==> config.mk <==
export PLATFORM = sky130hd
export DESIGN_NAME = process_table_priority_scheduler
export DESIGN_NICKNAME = d
export VERILOG_FILES = /design/src/rtl/ptps_pkg.sv /design/src/rtl/ptps_cell.sv /design/src/rtl/process_table_priority_scheduler.sv
export SDC_FILE = /design/constraint.sdc
export NUM_CORES = 1
export LEC_CHECK = 0
export ABC_AREA = 1
export CAP_MARGIN = 20
export CELL_PAD_IN_SITES_DETAIL_PLACEMENT = 2
export CELL_PAD_IN_SITES_GLOBAL_PLACEMENT = 2
export CORE_MARGIN = 5
export CORE_UTILIZATION = 46
export CTS_CLUSTER_DIAMETER = 100
export DETAILED_ROUTE_END_ITERATION = 10
export DONT_BUFFER_PORTS = 1
export PLACE_DENSITY_LB_ADDON = 0.1
export SETUP_SLACK_MARGIN = 0.15
export SLEW_MARGIN = 20
export SYNTH_ARGS = -nofsm -noshare
export SYNTH_HDL_FRONTEND = slang
export SYNTH_SLANG_ARGS = --single-unit
==> constraint.sdc <==
create_clock -name i_clk -period 23.4 [get_ports i_clk]
set_clock_uncertainty 0.2 [all_clocks]
set_input_delay 4.68 -clock i_clk [delete_from_list [all_inputs] [get_ports i_clk]]
set_output_delay 4.68 -clock i_clk [all_outputs]
set_load 0.005 [all_outputs]
==> src/rtl/ptps_pkg.sv <==
// Package for the process table priority scheduler.
// Holds command, status and result-state codes and the controller state type.
// No dependencies.
package ptps_pkg;

    localparam logic [2:0] CMD_INSERT  = 3'd0;
    localparam logic [2:0] CMD_FIND    = 3'd1;
    localparam logic [2:0] CMD_DELETE  = 3'd2;
    localparam logic [2:0] CMD_SETPRIO = 3'd3;
    localparam logic [2:0] CMD_DISPATCH = 3'd4;
    localparam logic [2:0] CMD_EXECUTE = 3'd5;

    localparam logic [2:0] ST_OK        = 3'd0;
    localparam logic [2:0] ST_BAD_PRIO  = 3'd1;
    localparam logic [2:0] ST_BAD_MEM   = 3'd2;
    localparam logic [2:0] ST_NOT_FOUND = 3'd3;
    localparam logic [2:0] ST_FULL      = 3'd4;
    localparam logic [2:0] ST_EMPTY     = 3'd5;
    localparam logic [2:0] ST_NO_IDS    = 3'd6;

    localparam logic [1:0] PS_NEW        = 2'd0;
    localparam logic [1:0] PS_READY      = 2'd1;
    localparam logic [1:0] PS_TERMINATED = 2'd2;

    localparam logic [3:0]  PRIO_MIN = 4'd1;
    localparam logic [3:0]  PRIO_MAX = 4'd10;
    localparam logic [12:0] MEM_MIN  = 13'd1;
    localparam logic [12:0] MEM_MAX  = 13'd4096;

    typedef enum logic [2:0] {
        S_IDLE,
        S_SCAN,
        S_DECIDE,
        S_APPLY,
        S_RESP
    } t_fsm;

endpackage

==> src/rtl/ptps_cell.sv <==
// One table slot of the scheduler ring.
// Holds an entry and passes it to the next cell on every shift. Depends on nothing.
module ptps_cell #(
    parameter int ID_BITS = 16,
    parameter int TW      = 4,
    parameter int IDX     = 0
) (
    input  logic               i_clk,
    input  logic               i_rst_n,
    input  logic               i_shift,
    input  logic               i_valid,
    input  logic               i_ready,
    input  logic [ID_BITS-1:0] i_ident,
    input  logic [3:0]         i_prio,
    input  logic [12:0]        i_mem,
    input  logic [TW-1:0]      i_tag,
    input  logic [TW-1:0]      i_spos,
    output logic               o_valid,
    output logic               o_ready,
    output logic [ID_BITS-1:0] o_ident,
    output logic [3:0]         o_prio,
    output logic [12:0]        o_mem,
    output logic [TW-1:0]      o_tag,
    output logic [TW-1:0]      o_spos
);

    logic               r_valid;
    logic               r_ready;
    logic [ID_BITS-1:0] r_ident;
    logic [3:0]         r_prio;
    logic [12:0]        r_mem;
    logic [TW-1:0]      r_tag;
    logic [TW-1:0]      r_spos;

    always_ff @(posedge i_clk) begin
        if (!i_rst_n) begin
            r_valid <= 1'b0;
            r_ready <= 1'b0;
            r_tag   <= TW'(IDX);
        end else if (i_shift) begin
            r_valid <= i_valid;
            r_ready <= i_ready;
            r_tag   <= i_tag;
        end
    end

    always_ff @(posedge i_clk) begin
        if (i_shift) begin
            r_ident <= i_ident;
            r_prio  <= i_prio;
            r_mem   <= i_mem;
            r_spos  <= i_spos;
        end
    end

    assign o_valid = r_valid;
    assign o_ready = r_ready;
    assign o_ident = r_ident;
    assign o_prio  = r_prio;
    assign o_mem   = r_mem;
    assign o_tag   = r_tag;
    assign o_spos  = r_spos;

endmodule

==> src/rtl/process_table_priority_scheduler.sv <==
// Top level of the process table priority scheduler: controller and ring of slot cells.
// Depends on ptps_pkg and ptps_cell.
//
//  channel   | ports             | tdata fields (low bit up)
//  ----------+-------------------+---------------------------------------------
//  command   | i_s_axis_*        | command[2:0] process_id[18:3] priority_in[22:19]
//            |                   | memory_in[35:23], zero fill to 40 bits
//  result    | o_m_axis_*        | status[2:0] result_id[18:3] result_priority[22:19]
//            |                   | result_memory[35:23] result_state[37:36]
//            |                   | done_count[53:38], zero fill to 56 bits
//
// For each command the slot ring rotates once past the single compare point to search
// and once more to write back.
// One command is in work at a time; the next is taken once the result is registered.
// A stalled result holds in the output register and blocks the next result and command.
// Reset is synchronous, active low; the table is empty and ids restart at one.
module process_table_priority_scheduler
    import ptps_pkg::*;
#(
    parameter int NUM_SLOTS = 16,
    parameter int ID_BITS   = 16
) (
    input  logic        i_clk,
    input  logic        i_rst_n,
    input  logic        i_s_axis_tvalid,
    output logic        o_s_axis_tready,
    input  logic [39:0] i_s_axis_tdata,   // command, process_id, priority_in, memory_in
    output logic        o_m_axis_tvalid,
    input  logic        i_m_axis_tready,
    output logic [55:0] o_m_axis_tdata    // status, result_id, result_priority,
                                          // result_memory, result_state, done_count
);

    localparam int TW = $clog2(NUM_SLOTS);
    localparam int W  = (ID_BITS > 16) ? ID_BITS : 16;

    t_fsm r_state, n_state;

    logic [TW-1:0]      r_cnt;
    logic [2:0]         r_cmd;
    logic [15:0]        r_pid;
    logic [3:0]         r_prio;
    logic [12:0]        r_mem;
    logic               r_bfound;
    logic [TW-1:0]      r_btag;
    logic [ID_BITS-1:0] r_bid;
    logic [3:0]         r_bprio;
    logic [12:0]        r_bmem;
    logic [TW:0]        r_depth;
    logic [TW-1:0]      r_spos;
    logic [ID_BITS:0]   r_next_id;
    logic [15:0]        r_total;
    logic               r_apply;
    logic [2:0]         r_res_st;
    logic [15:0]        r_res_id;
    logic [3:0]         r_res_prio;
    logic [12:0]        r_res_mem;
    logic [1:0]         r_res_pst;
    logic               r_ovalid;
    logic [55:0]        r_odata;

    logic               w_valid [NUM_SLOTS];
    logic               w_ready [NUM_SLOTS];
    logic [ID_BITS-1:0] w_ident [NUM_SLOTS];
    logic [3:0]         w_prio  [NUM_SLOTS];
    logic [12:0]        w_mem   [NUM_SLOTS];
    logic [TW-1:0]      w_tag   [NUM_SLOTS];
    logic [TW-1:0]      w_spos  [NUM_SLOTS];

    logic               f_valid, f_ready;
    logic [ID_BITS-1:0] f_ident;
    logic [3:0]         f_prio;
    logic [12:0]        f_mem;
    logic [TW-1:0]      f_spos;

    logic               t_valid, t_ready;
    logic [ID_BITS-1:0] t_ident;
    logic [3:0]         t_prio;
    logic [12:0]        t_mem;
    logic [TW-1:0]      t_tag, t_spos;

    logic               shift, take, last, in_xfer, out_load;
    logic [W-1:0]       pid_ext, tid_ext, bid_ext;
    logic               prio_ok, mem_ok;

    assign t_valid = w_valid[NUM_SLOTS-1];
    assign t_ready = w_ready[NUM_SLOTS-1];
    assign t_ident = w_ident[NUM_SLOTS-1];
    assign t_prio  = w_prio[NUM_SLOTS-1];
    assign t_mem   = w_mem[NUM_SLOTS-1];
    assign t_tag   = w_tag[NUM_SLOTS-1];
    assign t_spos  = w_spos[NUM_SLOTS-1];

    genvar gi;
    generate
        for (gi = 0; gi < NUM_SLOTS; gi++) begin : g_cell
            if (gi == 0) begin : g_head
                ptps_cell #(.ID_BITS(ID_BITS), .TW(TW), .IDX(gi)) u_cell (
                    .i_clk(i_clk), .i_rst_n(i_rst_n), .i_shift(shift),
                    .i_valid(f_valid), .i_ready(f_ready), .i_ident(f_ident),
                    .i_prio(f_prio), .i_mem(f_mem), .i_tag(t_tag), .i_spos(f_spos),
                    .o_valid(w_valid[gi]), .o_ready(w_ready[gi]), .o_ident(w_ident[gi]),
                    .o_prio(w_prio[gi]), .o_mem(w_mem[gi]), .o_tag(w_tag[gi]),
                    .o_spos(w_spos[gi])
                );
            end else begin : g_body
                ptps_cell #(.ID_BITS(ID_BITS), .TW(TW), .IDX(gi)) u_cell (
                    .i_clk(i_clk), .i_rst_n(i_rst_n), .i_shift(shift),
                    .i_valid(w_valid[gi-1]), .i_ready(w_ready[gi-1]),
                    .i_ident(w_ident[gi-1]), .i_prio(w_prio[gi-1]), .i_mem(w_mem[gi-1]),
                    .i_tag(w_tag[gi-1]), .i_spos(w_spos[gi-1]),
                    .o_valid(w_valid[gi]), .o_ready(w_ready[gi]), .o_ident(w_ident[gi]),
                    .o_prio(w_prio[gi]), .o_mem(w_mem[gi]), .o_tag(w_tag[gi]),
                    .o_spos(w_spos[gi])
                );
            end
        end
    endgenerate

    assign pid_ext = W'(r_pid);
    assign tid_ext = W'(t_ident);
    assign bid_ext = W'(r_bid);
    assign prio_ok = (r_prio >= PRIO_MIN) && (r_prio <= PRIO_MAX);
    assign mem_ok  = (r_mem >= MEM_MIN) && (r_mem <= MEM_MAX);
    assign last    = (r_cnt == TW'(NUM_SLOTS - 1));
    assign in_xfer = i_s_axis_tvalid && o_s_axis_tready;

    // search match for the entry at the compare point
    always_comb begin
        take = 1'b0;
        unique case (r_cmd)
            CMD_INSERT: take = !t_valid;
            CMD_FIND, CMD_DELETE, CMD_SETPRIO:
                take = t_valid && !t_ready && (tid_ext == pid_ext);
            CMD_DISPATCH:
                take = t_valid && !t_ready && (!r_bfound || (t_prio < r_bprio) ||
                       ((t_prio == r_bprio) && (t_ident > r_bid)));
            CMD_EXECUTE:
                take = t_valid && t_ready && (r_depth != '0) &&
                       (t_spos == TW'(r_depth - 1'b1));
            default: take = 1'b0;
        endcase
    end

    // write back on the second rotation
    always_comb begin
        f_valid = t_valid;
        f_ready = t_ready;
        f_ident = t_ident;
        f_prio  = t_prio;
        f_mem   = t_mem;
        f_spos  = t_spos;
        if (r_state == S_APPLY && r_apply && t_tag == r_btag) begin
            unique case (r_cmd)
                CMD_INSERT: begin
                    f_valid = 1'b1;
                    f_ready = 1'b0;
                    f_ident = r_bid;
                    f_prio  = r_prio;
                    f_mem   = r_mem;
                end
                CMD_DELETE:   f_valid = 1'b0;
                CMD_SETPRIO:  f_prio = r_prio;
                CMD_DISPATCH: begin
                    f_ready = 1'b1;
                    f_spos  = r_spos;
                end
                CMD_EXECUTE: begin
                    f_valid = 1'b0;
                    f_ready = 1'b0;
                end
                default: f_valid = t_valid;
            endcase
        end
    end

    always_comb begin
        n_state = r_state;
        unique case (r_state)
            S_IDLE:   if (in_xfer) n_state = S_SCAN;
            S_SCAN:   if (last) n_state = S_DECIDE;
            S_DECIDE: n_state = S_APPLY;
            S_APPLY:  if (last) n_state = S_RESP;
            S_RESP:   if (!r_ovalid || i_m_axis_tready) n_state = S_IDLE;
            default:  n_state = S_IDLE;
        endcase
    end

    always_comb begin
        o_s_axis_tready = (r_state == S_IDLE);
        shift           = (r_state == S_SCAN) || (r_state == S_APPLY);
        out_load        = (r_state == S_RESP) && (!r_ovalid || i_m_axis_tready);
    end

    always_ff @(posedge i_clk) begin
        if (!i_rst_n) begin
            r_state   <= S_IDLE;
            r_cnt     <= '0;
            r_depth   <= '0;
            r_next_id <= (ID_BITS+1)'(1);
            r_total   <= '0;
            r_ovalid  <= 1'b0;
            r_bfound  <= 1'b0;
            r_apply   <= 1'b0;
        end else begin
            r_state <= n_state;
            r_cnt   <= (shift && !last) ? r_cnt + 1'b1 : '0;
            if (in_xfer) begin
                r_bfound <= 1'b0;
            end else if (r_state == S_SCAN && take) begin
                r_bfound <= 1'b1;
            end
            if (r_state == S_DECIDE) begin
                r_apply <= 1'b0;
                unique case (r_cmd)
                    CMD_INSERT: if (!r_next_id[ID_BITS]) begin
                        r_next_id <= r_next_id + 1'b1;
                        r_apply   <= prio_ok && mem_ok && r_bfound;
                    end
                    CMD_DELETE:  r_apply <= r_bfound;
                    CMD_SETPRIO: r_apply <= r_bfound && prio_ok;
                    CMD_DISPATCH: if (r_bfound && r_depth < (TW+1)'(NUM_SLOTS)) begin
                        r_apply <= 1'b1;
                        r_depth <= r_depth + 1'b1;
                    end
                    CMD_EXECUTE: if (r_bfound) begin
                        r_apply <= 1'b1;
                        r_depth <= r_depth - 1'b1;
                        r_total <= r_total + 1'b1;
                    end
                    default: r_apply <= 1'b0;
                endcase
            end
            if (out_load) begin
                r_ovalid <= 1'b1;
            end else if (i_m_axis_tready) begin
                r_ovalid <= 1'b0;
            end
        end
    end

    always_ff @(posedge i_clk) begin
        if (in_xfer) begin
            r_cmd  <= i_s_axis_tdata[2:0];
            r_pid  <= i_s_axis_tdata[18:3];
            r_prio <= i_s_axis_tdata[22:19];
            r_mem  <= i_s_axis_tdata[35:23];
        end
        if (r_state == S_SCAN && take) begin
            r_btag  <= t_tag;
            r_bid   <= t_ident;
            r_bprio <= t_prio;
            r_bmem  <= t_mem;
        end
        if (r_state == S_DECIDE) begin
            r_spos     <= TW'(r_depth);
            r_res_st   <= ST_OK;
            r_res_id   <= '0;
            r_res_prio <= '0;
            r_res_mem  <= '0;
            r_res_pst  <= PS_NEW;
            unique case (r_cmd)
                CMD_INSERT: begin
                    if (r_next_id[ID_BITS]) r_res_st <= ST_NO_IDS;
                    else if (!prio_ok)      r_res_st <= ST_BAD_PRIO;
                    else if (!mem_ok)       r_res_st <= ST_BAD_MEM;
                    else if (!r_bfound)     r_res_st <= ST_FULL;
                    else begin
                        r_bid      <= r_next_id[ID_BITS-1:0];
                        r_res_id   <= 16'(W'(r_next_id[ID_BITS-1:0]));
                        r_res_prio <= r_prio;
                        r_res_mem  <= r_mem;
                    end
                end
                CMD_FIND, CMD_DELETE: begin
                    if (!r_bfound) r_res_st <= ST_NOT_FOUND;
                    else begin
                        r_res_id   <= bid_ext[15:0];
                        r_res_prio <= r_bprio;
                        r_res_mem  <= r_bmem;
                    end
                end
                CMD_SETPRIO: begin
                    if (!r_bfound)    r_res_st <= ST_NOT_FOUND;
                    else if (!prio_ok) r_res_st <= ST_BAD_PRIO;
                    else begin
                        r_res_id   <= bid_ext[15:0];
                        r_res_prio <= r_prio;
                        r_res_mem  <= r_bmem;
                    end
                end
                CMD_DISPATCH, CMD_EXECUTE: begin
                    if (!r_bfound || (r_cmd == CMD_DISPATCH &&
                                      r_depth >= (TW+1)'(NUM_SLOTS))) begin
                        r_res_st <= ST_EMPTY;
                    end else begin
                        r_res_id   <= bid_ext[15:0];
                        r_res_prio <= r_bprio;
                        r_res_mem  <= r_bmem;
                        r_res_pst  <= (r_cmd == CMD_DISPATCH) ? PS_READY : PS_TERMINATED;
                    end
                end
                default: r_res_st <= ST_OK;
            endcase
        end
        if (out_load) begin
            r_odata <= {2'b00, r_total, r_res_pst, r_res_mem, r_res_prio, r_res_id, r_res_st};
        end
    end

    assign o_m_axis_tvalid = r_ovalid;
    assign o_m_axis_tdata  = r_odata;

endmodule

==> results.md <==
Logic synthesis:
- After synthesis the netlist holds a flip-flop and latch count of 905.
- Among all flip-flop cells after synthesis, the most frequent one is edfxtp_1.
- The number of instances in the synthesized netlist is 1993.
- The count of distinct cell types in the synthesized netlist is 50.
- A synthesized cell averages 15.4 sq um.
- The cell area after synthesis is 30700 sq um.
- The number of synthesis warnings is 0.
- The post-synthesis async set-or-reset flop share is 0%.
- Yosys mapped a number of flops with a built-in enable equal to 745.
- After synthesis, flip-flops and latches occupy 83.2% of the total area.

Die:
- The area of the core is 66000 sq um.
- The initial core utilization is 46.6%.
- The die covers 72100 sq um.
- The number of I/O pins is 102.
- The floorplan has 94 rows.
- The height of the die is 269 um.
- The horizontal extent of the die is 269 um.

Detailed routing:
- Across all layers, the routed design uses 17500 vias.
- Dividing the detail-routed wire length by the instance count gives 34.3 um.
- Using the TritonRoute via totals, the vias-per-cell ratio works out to 5.87.
- After detailed routing, no signal wire sits above met5.
- The DRC violation count after routing is 0.
- Once detail routing completed, the nets flagged for antenna violations numbered 0.
- In the detailed route, the total length drawn on met3 is 6430 um.
- After detailed routing, the total wire length is 102000 um.
- The number of detailed-route iterations in the first pass is 5.
- The wire length on met2 is 53700 um.
- The count of routing violations after the opening detailed-route iteration is 1882.
- The wire length the detailed router placed on met1 is 35300 um.

Setup path:
- The endpoint identified for the worst register-to-register timing path is r_bprio[2].
- The most common cell type on the critical path is inv_1.
- The worst setup path is of the register to output pin kind.
- The required time of the worst setup path is 18.52 ns.
- The arrival time at the worst endpoint is 1.62 ns.
- The cell with the largest stage delay on the worst path is dfxtp_1.
- The capturing instance or port of the critical path is o_s_axis_tready.
- Measured in cells, the most critical reg-to-reg path has a length of 11.
- Setup slack on the worst reg-to-reg path comes out at 18.92 ns.
- The maximum cell stage delay along the critical path is 0.45 ns.
- The largest driver fanout on the critical path is 4.
- Walking the worst path, the cells encountered are inv_1 > nand2_1 > inv_1.
- The worst setup path is captured at an output pin.
- The timing startpoint of the critical path is r_state[1].
- The startpoint of the most critical register-to-register path is r_cmd[2].
- The startpoint type of the worst setup path is a register.

Clocking:
- In this run the post-CTS setup repair buffer count came out at 0.
- In this run the clock root is driven by a clkbuf_16.
- The number of clock sinks seen by CTS is 905.
- The total CTS buffers is 92.
- In this run, post-CTS repair resized a total of 0 instances.
- The clock tree from TritonCTS is built.
- Clock-pin slew was measured on the worst setup and hold paths at 0.11 ns.
- The number of buffers inserted for hold repair after clock tree synthesis is 0.
- The longest clock path from root to sink contains 3 buffers.
- The H-tree was split into 3 levels.
- The clock insertion delay at the later pin of the skew report is 0.67 ns.

Global routing:
- The pin count of the biggest net entering global routing is 210.
- For this run, the total global-route usage over all layers was measured as 27.1%.
- The overflow left after global routing is 0.
- The initial antenna violation count came to 12.
- The number of global-route vias before repair came to 18700.
- The global-route wire length before repair is 139000 um.

Power and ir drop:
- The worst-case IR drop observed on VDD is 0.124 mV.
- The analysis attributes to net switching a power of 0.00158 W.
- In this run the power density over the cells is 144 nW/um^2.
- Cell internal power was estimated by the tool at 0.00342 W.
- The clock power share is 30.1%.
- Summed over all cells, the static leakage comes to 12.2 nW.
- The proportion of power drawn by flip-flops and latches is 55.1%.
- The switching part of the total power is 31.6%.
- The share of total power in combinational logic is 14.8%.

Finish:
- The most common cell after layout, fill and taps aside is edfxtp_1.
- The area taken by multi-input logic gates is 4440 sq um.
- The final net count is 2113.
- Across the whole layout, storage elements account for 25600 sq um.
- Relative to the synthesized area, the layout overhead comes to 12.8%.
- Once layout is complete, the utilization of the core stands at 52.6%.
- Leaving out fill and tap cells, the most frequent cells in the layout are edfxtp_1 (745), nand2_1 (253), nor2_1 (193).
- The number of fillers in the final layout is 5861.
- In the final layout, the share of cells above drive strength 1 is 8.79%.

Timing:
- Measured against its own limit, the worst slew margin works out to 20.4%.
- After layout, the minimum clock period comes to 6.50 ns.
- Of the available clock period, the critical path in the final layout requires 27.8%.
- The upper clock frequency limit is 154 MHz.
- Summed over all failing endpoints, the final setup total negative slack is 0 ns.
- Setup repair after global routing left no endpoint under its margin.
- The measured slew at the worst slew-check pin is 1.19 ns.
- The final-report hold violation count came to 0.
- The number of max-slew violations in the final report is 0.
- The number of setup violations in the final report is 0.

Placed design:
- Once detailed placement completed, the half-perimeter wirelength came to 58600 um.
- Port buffering added 0 buffers.
- The final weighted congestion of routability-driven global placement is 0.789.

Status:
- The run finished with clean final reports.

Hold path:
- In this run the most critical hold path is launched from g_cell[14].g_body.u_cell.o_mem[6].
- The type of the worst min-delay path is register to register.

Flow run:
- Max-cap violations in this run came to 0.
metal layers:
metal  up-vias  global-route usage, %
met5         -                      0
met4         6                   16.0
met3       309                   5.84
met2       918                   48.2
met1      9094                   29.9
li1       7221                      -
layout make-up:
| cell class | count | area share, % |
|---|---|---|
| flip-flops and latches | 905 | 73.7 |
| multi-input cells | 898 | 12.8 |
| clock buffers | 126 | 7.42 |
| well taps | 864 | 3.12 |
| inverters | 134 | 1.46 |
| clock inverters | 41 | 1.01 |
| repair buffers | 13 | 0.422 |
| diodes | 7 | 0.0505 |
critical path, delay by kind of cell, from the launching register on:
| family | cells | cell delay [ns] |
|---|---|---|
| buffers and inverters | 2 | 0.29 |
| DFF | 1 | 0.45 |
| and+or+nand+nor | 1 | 0.24 |
cells in the mapped netlist, drive strengths merged (2+ instances only):
| library cell | n | area, sq um |
|---|---|---|
| nand2 | 261 | 1010 |
| o21ai | 163 | 816 |
| inv | 132 | 495 |
| o21a | 2 | 15.0 |
| o211ai | 4 | 30.0 |
| nor3 | 25 | 146 |
| nand3 | 95 | 493 |
| a211oi | 4 | 35.0 |
| a21oi | 57 | 300 |
| xor2 | 12 | 105 |
| clkinv | 2 | 10.0 |
| edfxtp | 745 | 22400 |
| nand4 | 8 | 50.1 |
| ha | 25 | 313 |
| clkbuf | 42 | 159 |
| nor4 | 5 | 37.5 |
| nor3b | 2 | 20.0 |
| buf | 15 | 96.3 |
| dfxtp | 160 | 3200 |
| o22ai | 14 | 87.6 |
| xnor2 | 4 | 35.0 |
| a31oi | 4 | 25.0 |
| nor2 | 205 | 840 |
how the worst min path moves through the flow:
stage / endpoint / slack [ns] / depth (start not counted)
6_report: g_cell[15].g_body.u_cell.o_mem[6] / 0.19 / 0
5_1_grt: g_cell[11].g_body.u_cell.o_mem[7] / 0.19 / 0
4_1_cts: g_cell[15].g_body.u_cell.o_mem[6] / 0.18 / 0
3_5_place_dp: g_cell[1].g_body.u_cell.o_spos[3] / 0.21 / 0
3_3_place_gp: g_cell[13].g_body.u_cell.o_mem[4] / 0.20 / 0
2_1_floorplan: g_cell[10].g_body.u_cell.o_ident[0] / 0.20 / 0
power groups by stage:
stage / Sequential, W / Clock (W) / Combinational (W)
final: 0.00276 / 0.00151 / 0.000738
after global routing: 0.00278 / 0.00161 / 0.000783
after CTS: 0.00276 / 0.00152 / 0.000718
after detailed placement: 0.00274 / 0 / 0.000689
after global placement: 0.00263 / 0 / 0.000589
after floorplan: 0.00290 / 0 / 0.000431
sequential cells by signal (all words and copies together) (netlist names), 16 cells and up:
register and cells:
g_cell.g_body.u_cell.o_spos 60, pid_ext 16, r_res_id 16, bid_ext 16, g_cell.g_head.u_cell.o_ident 16, o_m_axis_tdata 54
g_cell.g_body.u_cell.o_mem 195, r_total 16, r_next_id 17, g_cell.g_body.u_cell.o_ident 240, g_cell.g_body.u_cell.o_prio 60, g_cell.g_body.u_cell.o_tag 60
per-stage QoR:
stage	instances	setup slack [ns]	hold WS [ns]	instance area [sq um]	total power [W]
2_1_floorplan	1994	4.96	0.200	30800	0.00333
3_3_place_gp	2813	17.01	0.200	31700	0.00322
3_5_place_dp	2813	16.87	0.205	31700	0.00343
4_1_cts	2980	16.86	0.183	34600	0.00499
5_1_grt	2986	16.84	0.193	34700	0.00518
6_report	2988	16.90	0.186	34700	0.00500
cell families after synthesis:
kind of cell	after synthesis	synth area share, %
and+or+nand+nor	602	8.46
AOI/OAI and AO/OA	252	4.37
DFF	905	83.2
buffers and inverters	191	2.47
xor gates and xnor gates	16	0.456
adders and majority gates	25	1.02
muxes	1	0.0366
other	1	0.0122
(Power assumes the default switching activity.)
